--- src/rtl/nisw_pkg.sv ---
// Shared types, token codes and digit-group tables for the Indian-scale number reader.
package nisw_pkg;

    typedef logic [6:0] tok_t;

    localparam tok_t TOK_ZERO     = 7'd0;
    localparam tok_t TOK_HUNDRED  = 7'd100;
    localparam tok_t TOK_THOUSAND = 7'd101;
    localparam tok_t TOK_LAKH     = 7'd102;
    localparam tok_t TOK_KAROR    = 7'd103;
    localparam tok_t TOK_ARAB     = 7'd104;
    localparam tok_t TOK_KHARAB   = 7'd105;
    localparam tok_t TOK_MINUS    = 7'd106;
    localparam tok_t TOK_POINT    = 7'd107;
    localparam tok_t TOK_NAN      = 7'd108;

    localparam int NUM_DIGITS = 20;
    localparam int FRAC_DEPTH = 32;
    localparam int MAX_TOKENS = 40;
    localparam int NUM_GROUPS = 11;

    // Groups 0-4 are the count in front of kharab, 5-10 the remainder below it
    localparam logic [3:0] GRP_Q_LAST = 4'd4;
    localparam logic [3:0] GRP_LAST   = 4'd10;

    localparam logic [20:0] CP_MINUS    = 21'h0002d;
    localparam logic [20:0] CP_POINT    = 21'h0002e;
    localparam logic [20:0] CP_COMMA    = 21'h0002c;
    localparam logic [20:0] CP_AR_POINT = 21'h0066b;
    localparam logic [20:0] CP_AR_SEP   = 21'h0066c;
    localparam logic [16:0] CP_ASCII_DIGITS = 17'h00003;
    localparam logic [16:0] CP_URDU_DIGITS  = 17'h0006f;
    localparam logic [16:0] CP_ARAB_DIGITS  = 17'h00066;

    typedef enum logic [1:0] {
        SRC_CONST,
        SRC_GROUP,
        SRC_FRAC
    } tok_src_t;

    typedef struct packed {
        logic       load;
        logic       gen;
        tok_src_t   src;
        tok_t       tok;
        logic [3:0] grp;
        logic [4:0] fidx;
        logic       finish;
    } cmd_t;

    typedef struct packed {
        logic       invalid;
        logic       digit_seen;
        logic       negative;
        logic       point_seen;
        logic [5:0] frac_cnt;
        logic       grp_nz;
        logic       q_nz;
        logic       whole_zero;
        logic       can_push;
    } status_t;

    // Lowest BCD digit of a group
    function automatic logic [4:0] grp_lo(input logic [3:0] g);
        logic [4:0] r;
        unique case (g)
            4'd0:    r = 5'd18;
            4'd1:    r = 5'd16;
            4'd2:    r = 5'd14;
            4'd3:    r = 5'd13;
            4'd4:    r = 5'd11;
            4'd5:    r = 5'd9;
            4'd6:    r = 5'd7;
            4'd7:    r = 5'd5;
            4'd8:    r = 5'd3;
            4'd9:    r = 5'd2;
            4'd10:   r = 5'd0;
            default: r = 5'd0;
        endcase
        return r;
    endfunction

    // Hundred groups hold a single digit
    function automatic logic grp_two(input logic [3:0] g);
        return !(g == 4'd3 || g == 4'd9);
    endfunction

    function automatic logic grp_scaled(input logic [3:0] g);
        return !(g == GRP_Q_LAST || g == GRP_LAST);
    endfunction

    function automatic tok_t grp_scale(input logic [3:0] g);
        tok_t r;
        unique case (g)
            4'd0, 4'd6: r = TOK_KAROR;
            4'd1, 4'd7: r = TOK_LAKH;
            4'd2, 4'd8: r = TOK_THOUSAND;
            4'd3, 4'd9: r = TOK_HUNDRED;
            4'd5:       r = TOK_ARAB;
            default:    r = TOK_ZERO;
        endcase
        return r;
    endfunction

endpackage

--- src/rtl/nisw_dp.sv ---
// Datapath: word parsing into BCD, fraction store, token select and output registers.
module nisw_dp #(
    parameter int MAX_WORD_LEN = 32
) (
    input  logic              aclk,
    input  logic              aresetn,
    input  nisw_pkg::cmd_t    cmd,
    output nisw_pkg::status_t sts,
    input  logic [20:0]       code_point,
    output logic [6:0]        m_token,
    output logic              m_last,
    output logic              m_valid,
    input  logic              m_ready
);
    localparam int PW = $clog2(MAX_WORD_LEN + 1);
    localparam int BW = 4 * nisw_pkg::NUM_DIGITS;

    logic [BW-1:0]   bcd_reg;
    logic            neg_reg, point_reg, digit_reg, inval_reg;
    logic [PW-1:0]   pos_reg;
    logic [5:0]      fcnt_reg;
    logic [3:0]      frac_mem [nisw_pkg::FRAC_DEPTH];
    logic [3:0]      frac_rd_reg;

    nisw_pkg::tok_t  pend_reg, out_reg;
    logic            pend_valid_reg, out_valid_reg, out_last_reg;

    logic            pos_full, is_digit, is_point, is_sep, over;
    logic [3:0]      dval;
    logic [4:0]      lo;
    logic [3:0]      d_lo, d_hi;
    nisw_pkg::tok_t  grp_cnt, tok;

    assign pos_full = pos_reg >= PW'(MAX_WORD_LEN);
    assign dval     = code_point[3:0];
    assign is_digit = (code_point[20:4] == nisw_pkg::CP_ASCII_DIGITS
                    || code_point[20:4] == nisw_pkg::CP_URDU_DIGITS
                    || code_point[20:4] == nisw_pkg::CP_ARAB_DIGITS) && dval <= 4'd9;
    assign is_point = code_point == nisw_pkg::CP_POINT || code_point == nisw_pkg::CP_AR_POINT;
    assign is_sep   = code_point == nisw_pkg::CP_COMMA || code_point == nisw_pkg::CP_AR_SEP;
    // Whole part above 10^18
    assign over = (bcd_reg[79:76] != 4'd0) || (bcd_reg[75:72] > 4'd1)
               || (bcd_reg[75:72] == 4'd1 && (|bcd_reg[71:0]));

    assign lo      = nisw_pkg::grp_lo(cmd.grp);
    assign d_lo    = bcd_reg[{lo, 2'b00} +: 4];
    assign d_hi    = nisw_pkg::grp_two(cmd.grp) ? bcd_reg[{lo + 5'd1, 2'b00} +: 4] : 4'd0;
    assign grp_cnt = {d_hi, 3'b000} + {2'b00, d_hi, 1'b0} + {3'b000, d_lo};

    always_comb begin
        case (cmd.src)
            nisw_pkg::SRC_GROUP: tok = grp_cnt;
            nisw_pkg::SRC_FRAC:  tok = {3'b000, frac_rd_reg};
            default:             tok = cmd.tok;
        endcase
    end

    assign sts.invalid    = inval_reg;
    assign sts.digit_seen = digit_reg;
    assign sts.negative   = neg_reg;
    assign sts.point_seen = point_reg;
    assign sts.frac_cnt   = fcnt_reg;
    assign sts.grp_nz     = (d_lo != 4'd0) || (d_hi != 4'd0);
    assign sts.q_nz       = |bcd_reg[79:44];
    assign sts.whole_zero = ~|bcd_reg;
    assign sts.can_push   = !out_valid_reg || m_ready;

    // Fraction digits: no reset, read only below the fill count
    always_ff @(posedge aclk) begin
        if (cmd.load && !pos_full && !(pos_reg == '0 && code_point == nisw_pkg::CP_MINUS)
            && is_digit && point_reg && fcnt_reg < 6'(nisw_pkg::FRAC_DEPTH)) begin
            frac_mem[fcnt_reg[4:0]] <= dval;
        end
        // Prefetch the entry the controller walks next
        frac_rd_reg <= frac_mem[cmd.fidx];
    end

    always_ff @(posedge aclk) begin
        if (!aresetn || cmd.finish) begin
            bcd_reg   <= '0;
            neg_reg   <= 1'b0;
            point_reg <= 1'b0;
            digit_reg <= 1'b0;
            inval_reg <= 1'b0;
            pos_reg   <= '0;
            fcnt_reg  <= '0;
        end else if (cmd.load) begin
            if (!pos_full) pos_reg <= pos_reg + PW'(1);
            if (pos_full) begin
                inval_reg <= 1'b1;
            end else if (pos_reg == '0 && code_point == nisw_pkg::CP_MINUS) begin
                neg_reg <= 1'b1;
            end else if (is_digit) begin
                digit_reg <= 1'b1;
                if (!point_reg) begin
                    if (over) inval_reg <= 1'b1;
                    else      bcd_reg   <= {bcd_reg[BW-5:0], dval};
                end else if (fcnt_reg < 6'(nisw_pkg::FRAC_DEPTH)) begin
                    fcnt_reg <= fcnt_reg + 6'd1;
                end
            end else if (is_point && !point_reg) begin
                point_reg <= 1'b1;
            end else if (!is_sep) begin
                inval_reg <= 1'b1;
            end
        end
    end

    // One-token lookahead so the final token can carry last
    always_ff @(posedge aclk) begin
        if (!aresetn) begin
            pend_valid_reg <= 1'b0;
            out_valid_reg  <= 1'b0;
        end else if (cmd.finish) begin
            out_reg        <= pend_reg;
            out_last_reg   <= 1'b1;
            out_valid_reg  <= 1'b1;
            pend_valid_reg <= 1'b0;
        end else if (cmd.gen) begin
            if (pend_valid_reg) begin
                out_reg       <= pend_reg;
                out_last_reg  <= 1'b0;
                out_valid_reg <= 1'b1;
            end else if (m_ready) begin
                out_valid_reg <= 1'b0;
            end
            pend_reg       <= tok;
            pend_valid_reg <= 1'b1;
        end else if (m_ready) begin
            out_valid_reg <= 1'b0;
        end
    end

    assign m_token = out_reg;
    assign m_last  = out_last_reg;
    assign m_valid = out_valid_reg;

endmodule

--- src/rtl/nisw_ctrl.sv ---
// Controller: accepts code points and walks the token sequence at word end.
module nisw_ctrl (
    input  logic              aclk,
    input  logic              aresetn,
    input  logic              s_valid,
    input  logic              s_last,
    output logic              s_ready,
    input  nisw_pkg::status_t sts,
    output nisw_pkg::cmd_t    cmd
);
    typedef enum logic [3:0] {
        ST_IDLE,
        ST_START,
        ST_WHOLE,
        ST_CNT,
        ST_SCL,
        ST_KH,
        ST_POINT,
        ST_FRAC,
        ST_FLUSH
    } state_t;

    state_t     state_reg, state_next, target;
    logic [3:0] grp_reg, grp_next;
    logic [5:0] fi_reg, fi_next;
    logic [5:0] cnt_reg, cnt_next;
    logic [3:0] grp_after;
    state_t     st_after;

    assign s_ready = state_reg == ST_IDLE;

    // Where to go once a group is done
    always_comb begin
        grp_after = grp_reg + 4'd1;
        st_after  = ST_CNT;
        if (grp_reg == nisw_pkg::GRP_Q_LAST) begin
            st_after = ST_KH;
        end else if (grp_reg == nisw_pkg::GRP_LAST) begin
            st_after = ST_POINT;
        end
    end

    always_comb begin
        cmd        = '0;
        cmd.src    = nisw_pkg::SRC_CONST;
        cmd.grp    = grp_reg;
        target     = state_reg;
        grp_next   = grp_reg;
        fi_next    = fi_reg;
        cnt_next   = cnt_reg;
        unique case (state_reg)
            ST_IDLE: begin
                if (s_valid) begin
                    cmd.load = 1'b1;
                    cnt_next = '0;
                    if (s_last) target = ST_START;
                end
            end
            ST_START: begin
                if (sts.invalid || !sts.digit_seen) begin
                    cmd.gen = 1'b1;
                    cmd.tok = nisw_pkg::TOK_NAN;
                    target  = ST_FLUSH;
                end else begin
                    cmd.gen = sts.negative;
                    cmd.tok = nisw_pkg::TOK_MINUS;
                    target  = ST_WHOLE;
                end
            end
            ST_WHOLE: begin
                grp_next = '0;
                if (sts.whole_zero) begin
                    cmd.gen = 1'b1;
                    cmd.tok = nisw_pkg::TOK_ZERO;
                    target  = ST_POINT;
                end else begin
                    target = ST_CNT;
                end
            end
            ST_CNT: begin
                if (sts.grp_nz) begin
                    cmd.gen = 1'b1;
                    cmd.src = nisw_pkg::SRC_GROUP;
                end
                if (sts.grp_nz && nisw_pkg::grp_scaled(grp_reg)) begin
                    target = ST_SCL;
                end else begin
                    target   = st_after;
                    grp_next = grp_after;
                end
            end
            ST_SCL: begin
                cmd.gen  = 1'b1;
                cmd.tok  = nisw_pkg::grp_scale(grp_reg);
                target   = st_after;
                grp_next = grp_after;
            end
            ST_KH: begin
                cmd.gen  = sts.q_nz;
                cmd.tok  = nisw_pkg::TOK_KHARAB;
                grp_next = nisw_pkg::GRP_Q_LAST + 4'd1;
                target   = ST_CNT;
            end
            ST_POINT: begin
                fi_next = '0;
                cmd.gen = sts.point_seen;
                cmd.tok = nisw_pkg::TOK_POINT;
                target  = sts.point_seen ? ST_FRAC : ST_FLUSH;
            end
            ST_FRAC: begin
                if (fi_reg < sts.frac_cnt) begin
                    cmd.gen = 1'b1;
                    cmd.src = nisw_pkg::SRC_FRAC;
                    fi_next = fi_reg + 6'd1;
                end else begin
                    target = ST_FLUSH;
                end
            end
            ST_FLUSH: begin
                cmd.finish = 1'b1;
                target     = ST_IDLE;
            end
            default: target = ST_IDLE;
        endcase

        state_next = target;
        if (state_reg != ST_IDLE) begin
            if (!sts.can_push) begin
                // hold everything until the output register frees up
                cmd.gen    = 1'b0;
                cmd.finish = 1'b0;
                state_next = state_reg;
                grp_next   = grp_reg;
                fi_next    = fi_reg;
            end else if (cmd.gen) begin
                cnt_next = cnt_reg + 6'd1;
                // stop after the token limit
                if (cnt_reg == 6'(nisw_pkg::MAX_TOKENS - 1)) state_next = ST_FLUSH;
            end
        end
        // fraction store read is registered: address the entry for the next cycle
        cmd.fidx = fi_next[4:0];
    end

    always_ff @(posedge aclk) begin
        if (!aresetn) begin
            state_reg <= ST_IDLE;
            grp_reg   <= '0;
            fi_reg    <= '0;
            cnt_reg   <= '0;
        end else begin
            state_reg <= state_next;
            grp_reg   <= grp_next;
            fi_reg    <= fi_next;
            cnt_reg   <= cnt_next;
        end
    end

endmodule

--- src/rtl/numeral_to_indian_scale_words.sv ---
// Top level: reads a streamed word as a number and emits Indian-scale word tokens.
//
//  channel   dir  tdata                       tlast
//  s_        in   [20:0] code_point, pad 24   word_end
//  m_        out  [6:0]  token, pad 8         token_last
//
// A code point is accepted only while the controller is idle. At word end
// the controller steps through the eleven digit groups, each scale word, each
// fraction digit and its fixed steps; no input is taken meanwhile.
// Reset is synchronous on aresetn low and clears all word state but the fraction store.
// A stalled m_tready holds the token walk; tokens go through a one-deep lookahead.
module numeral_to_indian_scale_words #(
    parameter int MAX_WORD_LEN = 32
) (
    input  logic        aclk,
    input  logic        aresetn,
    input  logic        s_tvalid,
    output logic        s_tready,
    input  logic [23:0] s_tdata,   // [20:0] code_point
    input  logic        s_tlast,
    output logic        m_tvalid,
    input  logic        m_tready,
    output logic [7:0]  m_tdata,   // [6:0] token
    output logic        m_tlast
);
    nisw_pkg::cmd_t    cmd;
    nisw_pkg::status_t sts;
    logic [6:0]        token;

    nisw_ctrl u_ctrl (
        .aclk    (aclk),
        .aresetn (aresetn),
        .s_valid (s_tvalid),
        .s_last  (s_tlast),
        .s_ready (s_tready),
        .sts     (sts),
        .cmd     (cmd)
    );

    nisw_dp #(
        .MAX_WORD_LEN (MAX_WORD_LEN)
    ) u_dp (
        .aclk       (aclk),
        .aresetn    (aresetn),
        .cmd        (cmd),
        .sts        (sts),
        .code_point (s_tdata[20:0]),
        .m_token    (token),
        .m_last     (m_tlast),
        .m_valid    (m_tvalid),
        .m_ready    (m_tready)
    );

    assign m_tdata = {1'b0, token};

endmodule

--- config.mk ---
export PLATFORM = sky130hd
export DESIGN_NAME = numeral_to_indian_scale_words
export DESIGN_NICKNAME = d
export VERILOG_FILES = /design/src/rtl/nisw_pkg.sv /design/src/rtl/nisw_dp.sv /design/src/rtl/nisw_ctrl.sv /design/src/rtl/numeral_to_indian_scale_words.sv
export SDC_FILE = /design/constraint.sdc
export NUM_CORES = 1
export LEC_CHECK = 0
export BUFFER_PORTS_ARGS = -buffer_cell sky130_fd_sc_hd__buf_2
export CAP_MARGIN = 25
export CORE_AREA = 5 5 158 160
export CTS_BUF_LIST = sky130_fd_sc_hd__clkbuf_16
export DETAILED_ROUTE_END_ITERATION = 16
export DIE_AREA = 0 0 163 165
export PLACE_DENSITY = 0.76
export REMOVE_ABC_BUFFERS = 1
export SYNTH_ARGS = -nofsm -noshare
export SYNTH_HDL_FRONTEND = slang
export SYNTH_SLANG_ARGS = --single-unit
--- constraint.sdc ---
create_clock -name aclk -period 5.24 [get_ports aclk]
set_clock_uncertainty 0.1 [all_clocks]
set_input_delay 0.524 -clock aclk [delete_from_list [all_inputs] [get_ports aclk]]
set_output_delay 0.524 -clock aclk [all_outputs]
set_load 0.02 [all_outputs]
==> results by group <==
Outcome
  • Status: finished clean

Placement
  • Dpl cell area: approximately 0.014 mm2
  • Detailed placer's ending HPWL: between 20000 and 25000 um
  • Gpl congestion: 0.8770
  • PortBufs: 35

Timing
  • Tmin final: 4585 ps
  • Unrepaired setup endpoints after global routing: no
  • Max Freq: around 220 MHz
  • Fin. max-slew vios: 0
  • Slew HR: 38.72%
  • Number of hold violations in the final report: 0
  • Hold Slack: around 270 ps
  • Slew of the pin with the lowest slew margin: approximately 900 ps
  • Tcrit/Tclk final: approximately 88%
  • Final setup viols: 0

Power
  • Flop pwr share: around 52%
  • Sw Ratio: between 20% and 30%
  • Clk network pwr share: 45.5%
  • Combinational share of power: about 2.2%
  • Power Dens Cells: approximately 290 mW/mm2
  • P_sw: roughly 900 uW
  • Power Internal: between 3 and 4 mW
  • Leakage power: 5.348 nW
  • Worst vdd ir: about 0.24 mV

Finish
  • Fin area: between 0.015 and 0.02 mm2
  • Most frequent cells in the layout: nand2_1, edfxtp_1, dfxtp_1, a21oi_1
  • Fill count: roughly 1800
  • Nets@finish: 1393
  • Max FFs per register: about 130
  • Share of cells above drive strength 1: between 10% and 20%
  • Area delta synth->final: 9.955%
  • Commonest non-fill, non-tap cell in the layout: nand2_1

Drt
  • Via/cell ratio: around 6.2
  • Via count: around 10000
  • DRC: 0
  • Antenna Nets Post-Route: 0
  • Initial drt markers: slightly above 1000
  • Drt first pass iters: 6
  • Avg WL per Cell: 19.70 um
  • Total Wirelength: about 33000 um

Floorplan
  • DIE AREA: around 0.027 mm2
  • Core Rows: 56
  • Core Footprint: between 0.02 and 0.025 mm2
  • Top Ports: 40
  • Die W: 163 um
  • Die Span Y: 165 um
  • Starting Density: slightly below 60%

Setup path
  • CP most frequent cell: inv_1
  • Crit path DAT: ~4800 ps
  • Worst path required time: 5420 ps
  • Crit. End Element: register
  • Critical path class: reg -> reg
  • Critical Path Max Stage Delay: between 700 and 800 ps
  • Largest fanout on the critical path: 12
  • Crit path cell chain: ha_1 > mux4_2 > mux2_2 > a221oi_1 > inv_1 > fa_1 > inv_1 > fa_1 > inv_1 > a21o_1 > a21oi_1 > xnor2_1 > o21ai_0
  • Critical Path Source Type: register
  • Buf+Inv Stages, Crit Path: 3
  • Slowest-stage cell, CP: ha_1
  • Kind of cell adding the most delay to the critical path: adder cells
  • R2r setup slk: between 600 and 700 ps

Clock network
  • Clk sinks: ~280
  • Clock root cell: clkbuf_16
  • Clock transition at the registers of the reported paths: around 60 ps
  • Setup Fix Bufs, Post-CTS: 0
  • Max Buffers Root-to-Sink: 3
  • H-Tree Depth: 1
  • Clk_lat worst skew: 550 ps
  • CTS tree: yes
  • Cts repair resizes: 0
  • TritonCTS Buffers: 29
  • Post-CTS Hold Fix Bufs: 0

Yosys
  • Synth Flop Type: edfxtp_1
  • Syn_area_per_cell: between 10 and 15 um2
  • Cells after Synth: approximately 1300
  • Async SR Flop Fraction: 0%
  • Number of flops mapped to enable cells by yosys: roughly 140
  • Register bit total from synthesis: approximately 280
  • Mapped cell area: around 0.014 mm2
  • Synth Warn #: 0
  • Post-synth top area cell: edfxtp_1
  • Synth unique cells: 81
  • Dominant cells by area after synthesis: edfxtp_1, dfxtp_1, mux2i_1
  • Seq/Total Area, Yosys: between 50% and 60%
  • Synth top area share: 31.12%

GRT
  • Vias in the first global route: 10030
  • Grt ovf: 0
  • Largest net degree at the start of global routing: 99
  • GRT Total Usage: roughly a quarter
  • Initial antenna violation count: 2
  • First-pass GRT wire length: 53430 um

Run
  • Max cap viols: 0

Worst hold path
  • Worst min path class: in -> reg
==> Yosys cell counts (11+ instances only) <==
cell type and instances:
nand2_1 216, edfxtp_1 143, dfxtp_1 132, a21oi_1 103
mux2i_1 96, nor2_1 96, clkbuf_1 52, mux2_2 32
inv_1 30, ha_1 29, nand3_1 29, o21ai_0 27
o22ai_1 24, nand2b_1 22, nor4_1 22, mux4_2 21
nor3_1 21, buf_2 13, a211oi_1 11, a31oi_1 11
nand4_1 11, o32ai_1 11
==> path summary, 6_finish.rpt <==
kind,startpoint,to,cells after the start
worst max-delay path,u_dp.lo[0],u_dp.pend_reg[6],13
worst min register to register,u_dp.pend_reg[5],u_dp.m_token[5],0
worst max register to register,u_dp.lo[0],u_dp.pend_reg[6],13
worst min-delay path,aresetn,u_ctrl.state_reg[3],2
==> metal layers <==
layer | share of wire, % | track usage, %
met5 | 0 | 0
met4 | 3.8 | 9.379
met3 | 7.0 | 3.319
met2 | 47 | 39.58
met1 | 43 | 34.54
==> cell families after synthesis <==
family,Yosys count,share of synthesized area (%)
muxes,156,14.33
AOI/OAI and AO/OA,259,12.27
adders and majority gates,31,2.919
DFF,275,50.26
and+or+nand+nor,475,15.95
xor gates and xnor gates,14,0.9429
buffers and inverters,107,3.300
other,1,0.02717
==> layout make-up <==
class | instances | area [um2] | share of cell area (%)
diodes | 2 | 5.005 | 0.03298
clock buffers | 29 | 725.7 | 4.782
clock inverters | 25 | 195.2 | 1.286
inverters | 33 | 123.9 | 0.8163
multi-input cells | 936 | 6421 | 42.32
flip-flops and latches | 275 | 6937 | 45.71
well taps | 319 | 399.1 | 2.630
repair buffers | 58 | 367.9 | 2.424
==> power groups by stage <==
stage	registers (mW)	logic, mW	clock network, mW
after floorplan	2.32	0.0400	0
after global placement	2.32	0.0894	0
after detailed placement	2.32	0.0910	0
after CTS	2.27	0.0917	2.00
after global routing	2.27	0.105	2.10
final	2.27	0.0955	1.98
==> worst register-to-register path: stages (launching register included) <==
cell and delay [ps]:
dfxtp_1 320, ha_1 760, mux4_2 610, mux2_2 310, a221oi_1 410, inv_1 150, fa_1 550, inv_1 70
fa_1 450, inv_1 70, a21o_1 110, a21oi_1 80, xnor2_1 180, o21ai_0 150
==> per-stage QoR <==
stage	total power [mW]	utilization [%]	TNS, ps	instances	setup WS [ps]
6_report	4.346	65.23	0	1677	654.9
5_1_grt	4.471	65.23	0	1677	407.5
4_1_cts	4.367	65.09	0	1674	691.6
3_5_place_dp	2.409	61.13	0	1620	727.1
3_3_place_gp	2.407	61.13	0	1620	740.9
2_1_floorplan	2.360	-	-340.9	1244	-190.4
Power figures use the tool's default switching activity.
